`config.mk`:
```
export PLATFORM = sky130hd
export DESIGN_NAME = lsmp_horner_cell
export DESIGN_NICKNAME = d
export VERILOG_FILES = /design/src/hw/rtl/assert_macros.svh /design/src/hw/rtl/lsmp_pkg.sv /design/src/hw/rtl/lsmp_horner_cell.sv
export SDC_FILE = /design/constraint.sdc
export NUM_CORES = 2
export LEC_CHECK = 0
export ABC_AREA = 1
export BUFFER_PORTS_ARGS = -buffer_cell sky130_fd_sc_hd__buf_4
export CORE_MARGIN = 5
export CORE_UTILIZATION = 38
export DETAILED_ROUTE_END_ITERATION = 12
export SYNTH_ARGS = -nofsm -noshare
export SYNTH_HDL_FRONTEND = slang
export SYNTH_SLANG_ARGS = --single-unit
```
`constraint.sdc`:
```
create_clock -name clock -period 9.4 [get_ports clock]
set_clock_uncertainty 0.1 [all_clocks]
set_input_delay 0 -clock clock [delete_from_list [all_inputs] [get_ports clock]]
set_output_delay 0 -clock clock [all_outputs]
set_load 0.01 [all_outputs]
```
`src/hw/rtl/assert_macros.svh`:
```
// Assertion helpers, clocked on clock and held off during reset.
`ifndef ASSERT_MACROS_SVH
`define ASSERT_MACROS_SVH

// same-cycle implication
`define ASSERT_IMPLIES(label, ante, cons, msg) \
   label: assert property (@(posedge clock) disable iff (reset) (ante) |-> (cons)) \
      else $error(msg);

// next-cycle implication
`define ASSERT_NEXT(label, ante, cons, msg) \
   label: assert property (@(posedge clock) disable iff (reset) (ante) |=> (cons)) \
      else $error(msg);

`endif

```
`src/hw/rtl/lsmp_pkg.sv`:
```
package lsmp_pkg;

   localparam int CSR_INDEX_W = 3;
   localparam int CSR_DATA_W  = 24;

   typedef enum logic [CSR_INDEX_W-1:0] {
      REG_MAT_XX,
      REG_MAT_XY,
      REG_MAT_YX,
      REG_MAT_YY,
      REG_OFFSET_X,
      REG_OFFSET_Y,
      REG_ANGLE_START,
      REG_ANGLE_STEP
   } reg_index_type;

   typedef enum logic [1:0] {
      QUAD_0,
      QUAD_1,
      QUAD_2,
      QUAD_3
   } quad_type;

   localparam logic [15:0] RANGE_MIN_MM = 16'd100;
   localparam logic [15:0] RANGE_MAX_MM = 16'd30000;

   // quarter turn in fraction units
   localparam logic [14:0] QUARTER_TURN = 15'd16384;

   // sine polynomial coefficients, Q30; seed is the degree 9 term
   localparam int HORNER_DEPTH = 4;
   localparam logic [30:0] HORNER_SEED = 31'd172272;
   localparam logic [30:0] HORNER_COEF [0:HORNER_DEPTH-1] = '{
      31'd5026995, 31'd85569306, 31'd693598668, 31'd1686629713
   };

   typedef struct packed {
      logic signed [15:0] mat_xx;
      logic signed [15:0] mat_xy;
      logic signed [15:0] mat_yx;
      logic signed [15:0] mat_yy;
      logic signed [23:0] offset_x;
      logic signed [23:0] offset_y;
      logic        [15:0] angle_start;
      logic signed [15:0] angle_step;
   } cfg_type;

   localparam cfg_type CFG_RESET = '{
      mat_xx:      -16'sd16384,
      mat_xy:      16'sd0,
      mat_yx:      16'sd0,
      mat_yy:      16'sd16384,
      offset_x:    24'sd0,
      offset_y:    24'sd0,
      angle_start: 16'd0,
      angle_step:  16'sd0
   };

   typedef struct packed {
      logic [15:0] range_mm;
      logic        range_finite;
      logic        scan_first;
      logic        scan_last;
   } req_payload_type;

   typedef struct packed {
      logic signed [23:0] point_x;
      logic signed [23:0] point_y;
      logic               point_kept;
      logic               scan_end;
   } rsp_payload_type;

   // one trig evaluation travelling down the Horner chain
   typedef struct packed {
      logic        valid;
      logic        is_cos;
      logic [14:0] f;
      logic [30:0] u;
      logic [30:0] acc;
   } lane_type;

   typedef struct packed {
      logic [15:0] range_mm;
      quad_type    quad;
      logic        kept;
      logic        last;
   } ctx_type;

endpackage

```
`src/hw/rtl/lsmp_horner_cell.sv`:
```
module lsmp_horner_cell (
   input  logic               clock,
   input  logic               reset,
   input  logic [30:0]        coef,
   input  lsmp_pkg::lane_type up_lane,
   output lsmp_pkg::lane_type dn_lane
);

   logic [61:0]        prod;
   lsmp_pkg::lane_type lane_ff;
   lsmp_pkg::lane_type lane_in;

   // acc' = coef - (u * acc) >> 30; the shifted product never exceeds acc
   assign prod = up_lane.u * up_lane.acc;

   always_comb begin
      lane_in     = up_lane;
      lane_in.acc = coef - prod[60:30];
   end

   always_ff @(posedge clock) begin
      if (reset) begin
         lane_ff <= '0;
      end else begin
         lane_ff <= lane_in;
      end
   end

   assign dn_lane = lane_ff;

endmodule

```
==> metrics.csv <==
stage,metric,value,unit
detailed_routing,number of nets with antenna violations after detailed routing,0,
sta,Fmax,112.9,MHz
worst_setup_path,Setup Crit Path Kind,input pin to register,
worst_setup_path,slowest CP cell,sky130_fd_sc_hd__fa_1,
synth,post-synthesis instance total,4758,
synth,Mapped Area,36060,um^2
final_layout,antenna diode count,0,
floorplan,Die Footprint,101200,um^2
worst_hold_path,worst hold path type,input pin to register,
detailed_routing,wire length per cell after detailed routing,17.39,um
synth,nets in the synthesized netlist,5982,
worst_setup_path,Worst path most repeated cell,sky130_fd_sc_hd__fa_1,
worst_setup_path,gate family responsible for the most delay along the worst path,adder cells,
floorplan,die height,318.1,um
final_layout,NumNets Final,6056,
worst_setup_path,launch point of the critical path,up_lane[45],
detailed_routing,drc violations,0,
final_layout,fraction of final layout cells with drive strength greater than 1,0.05024,
synth,count of flip-flops with a built-in enable after synthesis,0,
synth,register area share after synthesis,0.04386,
sta,total of endpoints with negative setup slack in the final report,0,
synth,Yosys reg bits,79,
worst_setup_path,Worst setup endpoint,dn_lane[10]$_SDFF_PP0_,
placement,DPL Wire Length,87.07,mm
global_routing,first-pass GRT wire length,174.1,mm
worst_setup_path,Worst path depth,34,
detailed_routing,total number of vias,29330,
global_routing,Overflow after GRT,0,
placement,final weighted congestion in routability-driven placement,0.9771,
final_layout,fillers,9660,
floorplan,Top-Level Pins,191,
sta,worst relative slew slack,0.4134,
placement,number of port buffers,190,
synth,Post-Syn Area per Cell,7.579,um^2
global_routing,number of global-route vias before repair,31470,
final_layout,area added between synthesis and finish,8.924,%
sta,unrepaired setup endpoints after global routing,false,
detailed_routing,Via density,4.806,
clock_tree,clock tree sinks,79,
worst_setup_path,worst-path maximum fanout,32,
flow_run,total of max-cap violations,0,
final_layout,max reg flops,79,
sta,hold violation total from the final report,0,
global_routing,overall track demand over capacity in global routing,0.2149,
sta,fraction of the cycle the final worst path needs,0.9420,
sta,slew at the pin closest to its max-slew limit,0.8789,ns
worst_setup_path,buffering stage count on the worst path with inverters included,8,
synth,dominant register cell in the synthesized netlist,sky130_fd_sc_hd__dfxtp_1,
clock_tree,cell at the root of the clock tree,sky130_fd_sc_hd__clkbuf_16,
detailed_routing,wire length reported by the detailed router,106.1,mm
floorplan,die width,318.1,um
global_routing,pin count of the biggest net entering global routing,54,
worst_setup_path,type of destination of the critical path,register,
floorplan,Placeable Area,94590,um^2
synth,number of unique standard cell types used by synthesis,43,
synth,Post-synth ARST share,0,
clock_tree,clk slew on worst S/H paths,0.07,ns
clock_tree,number of buffers inserted to repair setup after CTS,0,
sta,final period demand of the worst path,8.855,ns
detailed_routing,1st-iter DRT viols,1892,
clock_tree,Max clock buf depth,2,
sta,minimum hold slack,0.02697,ns
detailed_routing,TritonRoute pass-1 iters,5,
worst_setup_path,CP Data Required Time,9.57,ns
sta,Setup TNS,0,ns
floorplan,standard-cell rows,113,
worst_setup_path,Worst path max stage delay,0.65,ns
clock_tree,H-tree levels,3,
floorplan,Initial Utilization,0.3812,
run_status,status,"complete, no violations",
worst_setup_path,data arrival time at the worst-slack endpoint,9.02,ns
synth,Yosys warning count,0,
worst_setup_path,Critical Path Start Type,input pin,
global_routing,antenna violations before repair,1,
worst_hold_path,hold_sp,coef[8],
clock_tree,CTS tree,done,
sta,max-slew violation count,0,
clock_tree,total clock buffers created by CTS,9,
final_layout,share of the core filled with cells,0.4153,
[cell families (layout without fill, tap and decap cells)]
group,Yosys count,after routing,synth area share
compound gates,274,274,0.04302
fa+ha+maj,1112,1112,0.5599
buf+inv,1631,1710,0.1698
xor+xnor,23,23,0.005586
flops,79,79,0.04386
simple gates,1639,1639,0.1779
[synthesized netlist by cell type (2+ instances only)]
library cell / instances / area, um^2
sky130_fd_sc_hd__inv_1: 1429 / 5364
sky130_fd_sc_hd__nand2_1: 1285 / 4823
sky130_fd_sc_hd__fa_1: 836 / 16740
sky130_fd_sc_hd__ha_1: 276 / 3453
sky130_fd_sc_hd__nor2_1: 229 / 859.6
sky130_fd_sc_hd__clkbuf_1: 189 / 709.4
sky130_fd_sc_hd__a21oi_1: 133 / 665.6
sky130_fd_sc_hd__dfxtp_1: 79 / 1582
sky130_fd_sc_hd__o21ai_0: 72 / 360.4
sky130_fd_sc_hd__nand3_1: 59 / 295.3
sky130_fd_sc_hd__a21o_1: 17 / 127.6
sky130_fd_sc_hd__o21bai_1: 16 / 120.1
sky130_fd_sc_hd__nand4_1: 14 / 87.58
sky130_fd_sc_hd__nor3_1: 14 / 70.07
sky130_fd_sc_hd__xnor2_1: 13 / 113.9
sky130_fd_sc_hd__nand3b_1: 10 / 75.07
sky130_fd_sc_hd__xor2_1: 10 / 87.58
sky130_fd_sc_hd__nor2_2: 9 / 56.30
sky130_fd_sc_hd__o21a_1: 9 / 67.56
sky130_fd_sc_hd__inv_2: 8 / 30.03
sky130_fd_sc_hd__a21boi_0: 5 / 37.54
sky130_fd_sc_hd__a31oi_1: 4 / 25.02
sky130_fd_sc_hd__buf_1: 4 / 15.01
sky130_fd_sc_hd__nor4_1: 4 / 25.02
sky130_fd_sc_hd__o21ai_1: 4 / 20.02
sky130_fd_sc_hd__and2_1: 3 / 18.77
sky130_fd_sc_hd__nand2_2: 3 / 18.77
sky130_fd_sc_hd__nor4_2: 3 / 37.54
sky130_fd_sc_hd__o221ai_1: 3 / 26.28
sky130_fd_sc_hd__a211oi_1: 2 / 15.01
sky130_fd_sc_hd__o211ai_1: 2 / 15.01
sky130_fd_sc_hd__o21bai_2: 2 / 22.52
sky130_fd_sc_hd__or2_1: 2 / 12.51
[routing by layer]
metal / GRT usage / vias to the layer above / share of wire
met2: 0.3541 / 989 / 0.47
met5: 0 / - / 0.000094
met4: 0.03952 / 2 / 0.016
met1: 0.3070 / 14700 / 0.45
met3: 0.03076 / 112 / 0.072
li1: - / 13530 / -
[timing repair]
action                                 CTS  global route
gates resized for setup                  0             0
hold buffers                            61             0
endpoints found under the hold margin   61             0
[worst min-delay path: cells and delay by family]
family | cells | cell delay [ns]
adders and majority gates | 1 | 0.16
buffers and inverters | 2 | 0.15
AOI/OAI and AO/OA | 1 | 0.14
[worst min path at each step]
stage | endpoint | slack, ns | depth (start not counted)
final | dn_lane[8]$_SDFF_PP0_ | 0.03 | 4
after global routing | dn_lane[8]$_SDFF_PP0_ | 0.05 | 4
after CTS | dn_lane[8]$_SDFF_PP0_ | 0.002 | 4
after detailed placement | dn_lane[69]$_SDFF_PP0_ | 0.11 | 3
after global placement | dn_lane[71]$_SDFF_PP0_ | 0.1 | 3
after floorplan | dn_lane[33]$_SDFF_PP0_ | 0.007 | 2
[layout by cell type, fill, tap and decap left out, types with 61 or more instances in the layout]
cell	Yosys	final
sky130_fd_sc_hd__buf_4	0	196
sky130_fd_sc_hd__dlygate4sd3_1	0	61
sky130_fd_sc_hd__nor2_1	229	229
sky130_fd_sc_hd__nand2_1	1285	1285
sky130_fd_sc_hd__o21ai_0	72	72
sky130_fd_sc_hd__fa_1	836	836
sky130_fd_sc_hd__inv_1	1429	1429
sky130_fd_sc_hd__dfxtp_1	79	79
sky130_fd_sc_hd__a21oi_1	133	133
sky130_fd_sc_hd__ha_1	276	276
[metrics by stage]
stage          area (um^2)  std cells  setup slack [ns]
2_1_floorplan        36060       4758             2.221
3_3_place_gp         38390       6025            0.8765
3_5_place_dp         38390       6025            0.8611
4_1_cts              39280       6102            0.6454
5_1_grt              39280       6102           0.07390
6_report             39280       6102            0.5451
[layout make-up]
| class | count | area (um^2) | area share |
|---|---|---|---|
| Sequential cell | 79 | 1582 | 0.04026 |
| Timing Repair Buffer | 257 | 2082 | 0.05301 |
| Clock inverter | 6 | 43.79 | 0.001115 |
| Tap cell | 1265 | 1583 | 0.04030 |
| Multi-Input combinational cell | 3048 | 28360 | 0.7219 |
| Clock buffer | 10 | 239.0 | 0.006084 |
| Inverter | 1437 | 5394 | 0.1373 |
Power is left out: the tool's default activity adds up to more than one toggle a clock period on the data nets, which glitch-free logic cannot reach.
