<file path="src/hw/rtl/assert_macros.svh">
// Assertion helpers, clocked on clock and held off during reset.
`ifndef ASSERT_MACROS_SVH
`define ASSERT_MACROS_SVH

// same-cycle implication
`define ASSERT_IMPLIES(label, ante, cons, msg) \
   label: assert property (@(posedge clock) disable iff (reset) (ante) |-> (cons)) \
      else $error(msg);

// next-cycle implication
`define ASSERT_NEXT(label, ante, cons, msg) \
   label: assert property (@(posedge clock) disable iff (reset) (ante) |=> (cons)) \
      else $error(msg);

`endif

</file>
<file path="src/hw/rtl/lsmp_pkg.sv">
package lsmp_pkg;

   localparam int CSR_INDEX_W = 3;
   localparam int CSR_DATA_W  = 24;

   typedef enum logic [CSR_INDEX_W-1:0] {
      REG_MAT_XX,
      REG_MAT_XY,
      REG_MAT_YX,
      REG_MAT_YY,
      REG_OFFSET_X,
      REG_OFFSET_Y,
      REG_ANGLE_START,
      REG_ANGLE_STEP
   } reg_index_type;

   typedef enum logic [1:0] {
      QUAD_0,
      QUAD_1,
      QUAD_2,
      QUAD_3
   } quad_type;

   localparam logic [15:0] RANGE_MIN_MM = 16'd100;
   localparam logic [15:0] RANGE_MAX_MM = 16'd30000;

   // quarter turn in fraction units
   localparam logic [14:0] QUARTER_TURN = 15'd16384;

   // sine polynomial coefficients, Q30; seed is the degree 9 term
   localparam int HORNER_DEPTH = 4;
   localparam logic [30:0] HORNER_SEED = 31'd172272;
   localparam logic [30:0] HORNER_COEF [0:HORNER_DEPTH-1] = '{
      31'd5026995, 31'd85569306, 31'd693598668, 31'd1686629713
   };

   typedef struct packed {
      logic signed [15:0] mat_xx;
      logic signed [15:0] mat_xy;
      logic signed [15:0] mat_yx;
      logic signed [15:0] mat_yy;
      logic signed [23:0] offset_x;
      logic signed [23:0] offset_y;
      logic        [15:0] angle_start;
      logic signed [15:0] angle_step;
   } cfg_type;

   localparam cfg_type CFG_RESET = '{
      mat_xx:      -16'sd16384,
      mat_xy:      16'sd0,
      mat_yx:      16'sd0,
      mat_yy:      16'sd16384,
      offset_x:    24'sd0,
      offset_y:    24'sd0,
      angle_start: 16'd0,
      angle_step:  16'sd0
   };

   typedef struct packed {
      logic [15:0] range_mm;
      logic        range_finite;
      logic        scan_first;
      logic        scan_last;
   } req_payload_type;

   typedef struct packed {
      logic signed [23:0] point_x;
      logic signed [23:0] point_y;
      logic               point_kept;
      logic               scan_end;
   } rsp_payload_type;

   // one trig evaluation travelling down the Horner chain
   typedef struct packed {
      logic        valid;
      logic        is_cos;
      logic [14:0] f;
      logic [30:0] u;
      logic [30:0] acc;
   } lane_type;

   typedef struct packed {
      logic [15:0] range_mm;
      quad_type    quad;
      logic        kept;
      logic        last;
   } ctx_type;

endpackage

</file>
<file path="src/hw/rtl/lsmp_csr.sv">
module lsmp_csr (
   input  logic                               clock,
   input  logic                               reset,
   input  logic                               csr_wr_en,
   input  logic [lsmp_pkg::CSR_INDEX_W-1:0]   csr_index,
   input  logic [lsmp_pkg::CSR_DATA_W-1:0]    csr_wdata,
   output lsmp_pkg::cfg_type                  cfg
);

   lsmp_pkg::cfg_type cfg_ff;
   lsmp_pkg::cfg_type cfg_in;

   always_comb begin
      cfg_in = cfg_ff;
      if (csr_wr_en) begin
         case (lsmp_pkg::reg_index_type'(csr_index))
            lsmp_pkg::REG_MAT_XX:      cfg_in.mat_xx      = csr_wdata[15:0];
            lsmp_pkg::REG_MAT_XY:      cfg_in.mat_xy      = csr_wdata[15:0];
            lsmp_pkg::REG_MAT_YX:      cfg_in.mat_yx      = csr_wdata[15:0];
            lsmp_pkg::REG_MAT_YY:      cfg_in.mat_yy      = csr_wdata[15:0];
            lsmp_pkg::REG_OFFSET_X:    cfg_in.offset_x    = csr_wdata[23:0];
            lsmp_pkg::REG_OFFSET_Y:    cfg_in.offset_y    = csr_wdata[23:0];
            lsmp_pkg::REG_ANGLE_START: cfg_in.angle_start = csr_wdata[15:0];
            lsmp_pkg::REG_ANGLE_STEP:  cfg_in.angle_step  = csr_wdata[15:0];
            default:                   cfg_in = cfg_ff;
         endcase
      end
   end

   always_ff @(posedge clock) begin
      if (reset) begin
         cfg_ff <= lsmp_pkg::CFG_RESET;
      end else begin
         cfg_ff <= cfg_in;
      end
   end

   assign cfg = cfg_ff;

endmodule

</file>
<file path="config.mk">
export PLATFORM = sky130hd
export DESIGN_NAME = lsmp_csr
export DESIGN_NICKNAME = d
export VERILOG_FILES = /design/src/hw/rtl/assert_macros.svh /design/src/hw/rtl/lsmp_pkg.sv /design/src/hw/rtl/lsmp_csr.sv
export SDC_FILE = /design/constraint.sdc
export NUM_CORES = 1
export LEC_CHECK = 0
export BUFFER_PORTS_ARGS = -buffer_cell sky130_fd_sc_hd__buf_2
export CAP_MARGIN = 20
export CORE_MARGIN = 5
export CORE_UTILIZATION = 51
export DETAILED_ROUTE_END_ITERATION = 10
export HOLD_SLACK_MARGIN = 0.08
export PLACE_DENSITY = 0.79
export SETUP_SLACK_MARGIN = 0.02
export SYNTH_ARGS = -nofsm -noshare
export SYNTH_HDL_FRONTEND = slang
export SYNTH_SLANG_ARGS = --single-unit
</file>
<file path="constraint.sdc">
create_clock -name clock -period 1.95 [get_ports clock]
set_input_delay 0.39 -clock clock [delete_from_list [all_inputs] [get_ports clock]]
set_output_delay 0.39 -clock clock [all_outputs]
set_load 0.1 [all_outputs]
</file>
==> results of run 1 <==
-- stage by stage --
| step | utilization (%) | setup WS [ns] | instances | hold WS [ns] |
|---|---|---|---|---|
| 3_3_place_gp | 60.7 | 0.396 | 793 | 0.456 |
| 5_1_grt | 66.4 | 0.309 | 825 | 0.270 |
| 2_1_floorplan | - | 0.390 | 520 | 0.551 |
| 6_report | 66.4 | 0.349 | 825 | 0.263 |
| 3_5_place_dp | 60.7 | 0.349 | 793 | 0.463 |
| 4_1_cts | 66.4 | 0.328 | 825 | 0.255 |
-- power by group --
part           switching [uW]  leakage, uW  internal, uW  total (uW)
sequential               36.1      0.00117          3010        3050
clock                    1160     0.000300          2200        3360
combinational             676      0.00243           199         874
-- routing by layer --
layer / vias to the layer above / wire length, um / GRT usage [%]
met2: 123 / 6940 / 35.6
met1: 1972 / 5970 / 25.8
met3: 26 / 886 / 6.42
met5: - / 0 / 0
li1: 2001 / - / -
met4: 0 / 352 / 8.82
-- worst reg2reg max path: stages, from the launching register on --
cell and delay, ns:
dfxtp_1 0.35, nand2b_1 0.06, mux2i_1 0.18
-- final cells by class --
class                   instances  area (sq um)  share of cell area, %
repair buffers                186           978                   13.5
well taps                     140           175                   2.41
clock inverters                10           159                   2.19
clock buffers                  22           464                   6.39
multi-input cells             323          2600                   35.8
flip-flops and latches        144          2880                   39.7
-- cells in the final DEF (no fill, tap or decap), drive strengths merged --
cell type / instances
buf: 186
nand2b: 165
bufinv: 4
nand4b: 3
dfxtp: 144
clkinvlp: 2
nor2: 5
or4b: 1
nor4bb: 2
clkinv: 4
clkbuf: 22
nand4: 1
mux2i: 144
nand4bb: 2
-- worst max path at each step --
stage / slack [ns] / cells past startpoint / endpoint
2_1_floorplan: 0.39 / 5 / cfg[134]
5_1_grt: 0.31 / 1 / cfg[41]
4_1_cts: 0.33 / 1 / cfg[24]
3_5_place_dp: 0.35 / 3 / cfg[141]
3_3_place_gp: 0.40 / 3 / cfg[140]
6_report: 0.35 / 1 / cfg[17]
-- logic make-up after synthesis --
family        count (synthesis)
buf+inv                      53
flops                       144
simple gates                179
mux                         144
==> results_dict.tcl, run 1 <==
set metrics [dict create \
    r2r_end "cfg[105]" \
    viasPerCell 5.00 \
    slew_violations 0 \
    crit_family "buffers and inverters" \
    synth_xor_area_share_pct 0 \
    cpMaxStageDelayCell "buf_2" \
    yosys.area_share.simple_pct 19.9 \
    grt_pass1_vias 4321 \
    post-dp-hpwl_um 10100 \
    layout-drive-gt1-share_pct 31.8 \
    antenna_found_initial 0 \
    die-area_sq_mm 0.0134 \
    grt.total_usage_pct 21.4 \
    grt_max_degree 60 \
    largest_reg_flops 144 \
    diodes 0 \
    r2r-start "cfg[105]" \
    worst_pin_slew_ns 0.518 \
    cellLeakagePower_uw 0.00390 \
    clock-root-buffer "clkbuf_16" \
    fp-row-count 38 \
    fin_setup_tns_ns 0 \
    cts_resized 0 \
    cts.reportedPaths.clkPinSlew_ns 0.06 \
    netlist.area_leader.share_pct 50.4 \
    synthMuxAreaShare_pct 25.2 \
    hold-path-endpoint "cfg[143]" \
    start_util_pct 52.3 \
    r2r_cells 2 \
    fmaxAchievable_mhz 625 \
    path_buf_inv 1 \
    synth_fp_nets 550 \
    yosysSeqAreaShare_pct 50.4 \
    core_area_sq_mm 0.0109 \
    synth-compound-area-share_pct 0 \
    start_kind "flop" \
    peakVddDrop_mv 0.601 \
    synth_cell_types 15 \
    cpPeakStageDelay_ns 0.46 \
    fin_area_sq_mm 0.00726 \
    syn_avg_cell_area_sq_um 11.0 \
    finalCritPeriodShare_pct 82.1 \
    ys_warn_count 0 \
    rsz0062_at_grt "false" \
    synth_common_cells "nand2b_1 (165), dfxtp_1 (144), mux2i_1 (144)" \
    hold_class "input port to flop" \
    worst-r2r-setup-slack_ns 1.27 \
    fin_skew_ns 0 \
    grt-ovfl-total 0 \
    cp.required_ns 1.56 \
    synth_top_family_by_area "multiplexers" \
    vias 4122 \
    status "finished clean" \
    setup_viol 0 \
    power_density_mw_per_mm2 1000 \
    ys_ff_latch 144 \
    ys_top_cells_by_area "dfxtp_1 (50%), mux2i_1 (25%), nand2b_1 (18%)" \
    gp_congestion 0.784 \
    wl_um 14200 \
    hold_buffers 0 \
    finalCriticalPeriod_ns 1.60 \
    cts_tree "yes" \
    drt_pre_antenna_iters 4 \
    h-tree-depth 4 \
    placed_cell_area_sq_mm 0.00664 \
    yosysMostFrequentCell "nand2b_1" \
    ios 174 \
    synth.largest_area_cell "dfxtp_1" \
    cts.sinks 144 \
    async_flop_share_pct 0 \
    ant_nets 0 \
    arrival_ns 1.21 \
    synth_enable_flop_cells 0 \
    hold_path.startpoint "csr_wdata[15]" \
    synthToLayoutAreaGrowth_pct 27.1 \
    p_total_uw 7280 \
    synth_fa_ha_area_share_pct 0 \
    die_w_um 116 \
    relSlewSlack_pct 65.7 \
    insertion_delay_ns 0.40 \
    cts_buffers 17 \
    crit_type "flop to primary output" \
    hold_depth 3 \
    post_cts_buffers 0 \
    cp_max_fo 2 \
    grt_pass1_wl_um 22200 \
    clock_path_buffers 2 \
    die_y_um 116 \
    ys.flop_type "dfxtp_1" \
    drt_iter0_drc 237 \
    fill_cells 905 \
    io_buffers 173 \
    critPathLaunch "cfg[17]" \
    drc 0 \
    hold_violations 0 \
    synth_area_sq_mm 0.00572 \
    syn_inst 520 \
    maxCapViolations 0 \
    end_kind "primary output" \
    path_cells "buf_2" \
    num-nets-final 702 \
    avgRoutedWirePerCell_um 17.2 \
]
(Power assumes the default switching activity.)
==> run 2, diff against run 1 <==
clock period = 1.6 ns   (was 1.95 ns; I/O delays follow)
==> run 2 against run 1 <==
Against the previous run:
- worst setup slack worse by 0.28 ns
- global-route usage is 0.34 points lower
- combinational power is 22% higher
- wire length is 1.2% lower
- clock power is 13% higher
- final cell count stayed put
- flip-flop and latch count stayed put
- critical path type unchanged
==> results_dict.tcl, run 2 (synthesis gave the netlist of run 1 again) <==
set metrics [dict create \
    setup_viol 0 \
    hold_class "input port to flop" \
    insertion_delay_ns 0.40 \
    switchingPower_uw 2310 \
    crit_family "buffers and inverters" \
    avgRoutedWirePerCell_um 16.9 \
    start_util_pct 52.3 \
    grt.total_usage_pct 21.0 \
    cts_resized 0 \
    final_common_cell "buf_2" \
    num-nets-final 702 \
    slew_violations 0 \
    synthToLayoutAreaGrowth_pct 26.7 \
    p_sw_share_pct 26.9 \
    fill_cells 883 \
    placed_cell_area_sq_mm 0.00666 \
    finalCritPeriodShare_pct 95.9 \
    p_total_uw 8590 \
    cellLeakagePower_uw 0.00388 \
    fmaxAchievable_mhz 652 \
    crit_type "flop to primary output" \
    largest_reg_flops 144 \
    hold_buffers 0 \
    wl_met3_um 838 \
    top_layer "met4" \
    layout_common_cells "buf_2 (172), nand2b_1 (165), mux2i_1 (144), dfxtp_1 (144), clkbuf_16 (17)" \
    cpMaxStageDelayCell "buf_2" \
    gp_congestion 0.794 \
    drt_pre_antenna_iters 4 \
    io_buffers 173 \
    peakVddDrop_mv 0.746 \
    ant_nets 0 \
    arrival_ns 1.21 \
    worst_pin_slew_ns 0.514 \
    power_density_mw_per_mm2 1190 \
    h-tree-depth 4 \
    placedCellCount 793 \
    die-area_sq_mm 0.0134 \
    end_kind "primary output" \
    clkPwrFrac_pct 44.3 \
    fin_setup_tns_ns 0 \
    instances_no_fill 825 \
    met1Wirelength_um 5960 \
    antenna_found_initial 0 \
    clock-root-buffer "clkbuf_16" \
    grt_pass1_wl_um 21800 \
    drt_iter0_drc 169 \
    internal-power_uw 6280 \
    viasPerCell 4.96 \
    grt_max_degree 47 \
    clock_path_buffers 2 \
    grt_pass1_vias 4300 \
    power_frac_seq_pct 43.2 \
    start_kind "flop" \
    rsz0062_at_grt "false" \
    layout-drive-gt1-share_pct 31.8 \
    path_buf_inv 1 \
    finalCriticalPeriod_ns 1.53 \
    cpPeakStageDelay_ns 0.44 \
    fin_skew_ns 0 \
    cp.required_ns 1.28 \
    core_area_sq_mm 0.0109 \
    drc 0 \
    maxCapViolations 0 \
    diodes 0 \
    cp_max_fo 2 \
    cts.sinks 144 \
    ios 174 \
    cts_buffers 17 \
    grt-ovfl-total 0 \
    vias 4089 \
    path_cells "buf_2" \
    fp-row-count 38 \
    wl_um 14000 \
    hold_violations 0 \
    power.share.combinational_pct 12.5 \
    wl_met2_um 6910 \
    cts_tree "yes" \
    fin_area_sq_mm 0.00724 \
    post-dp-hpwl_um 9890 \
    die_w_um 116 \
    die_y_um 116 \
    relSlewSlack_pct 66.0 \
    status "finished clean" \
    cts.reportedPaths.clkPinSlew_ns 0.06 \
    post_cts_buffers 0 \
]
==> run 2: cell types whose count changed in the layout (fill, tap and decap cells not counted) <==
cell / before / now
buf_12: 1 / 3
clkinvlp_4: 2 / 3
bufinv_16: 4 / 2
clkinv_2: 3 / 4
buf_4: 13 / 11
==> run 2: power by group through the flow <==
stage / clock network [uW] / logic (uW) / registers [uW]
detailed placement: 0 / 1080 / 3790
floorplan: 0 / 307 / 4350
global placement: 0 / 1060 / 3780
global route: 4060 / 1120 / 3720
CTS: 3870 / 1080 / 3710
finish: 3810 / 1070 / 3710
==> run 2: per-stage QoR <==
stage                     hold WS [ns]  worst slack, ns  util (%)
final                            0.207           0.0661      66.2
after global routing             0.202           0.0318      66.2
after CTS                        0.189           0.0514      66.2
after detailed placement         0.458           0.0781      60.9
after global placement           0.455            0.117      60.9
after floorplan                  0.481            0.110         -
==> run 2: path summary, 6_finish.rpt <==
kind | start | endpoint | slack (ns) | cells past startpoint
worst max-delay path | cfg[115] | cfg[115] | 0.07 | 1
worst min-delay path | csr_wdata[15] | cfg[143] | 0.21 | 3
worst max register to register | cfg[141] | cfg[141] | 0.95 | 2
worst min register to register | cfg[61] | cfg[61] | 0.47 | 2
==> run 2: routing by layer <==
metal  track usage [%]  up-vias
met3              5.69       20
met2              35.1      116
li1                  -     2012
met5                 0        -
met4              8.97        0
met1              25.6     1941
==> run 2: final cells by class <==
cell class | instances | area [sq um] | share of cell area [%]
clock buffers | 22 | 464 | 6.41
clock inverters | 10 | 111 | 1.54
flip-flops and latches | 144 | 2880 | 39.8
well taps | 140 | 175 | 2.42
repair buffers | 186 | 1000 | 13.9
multi-input cells | 323 | 2600 | 35.9
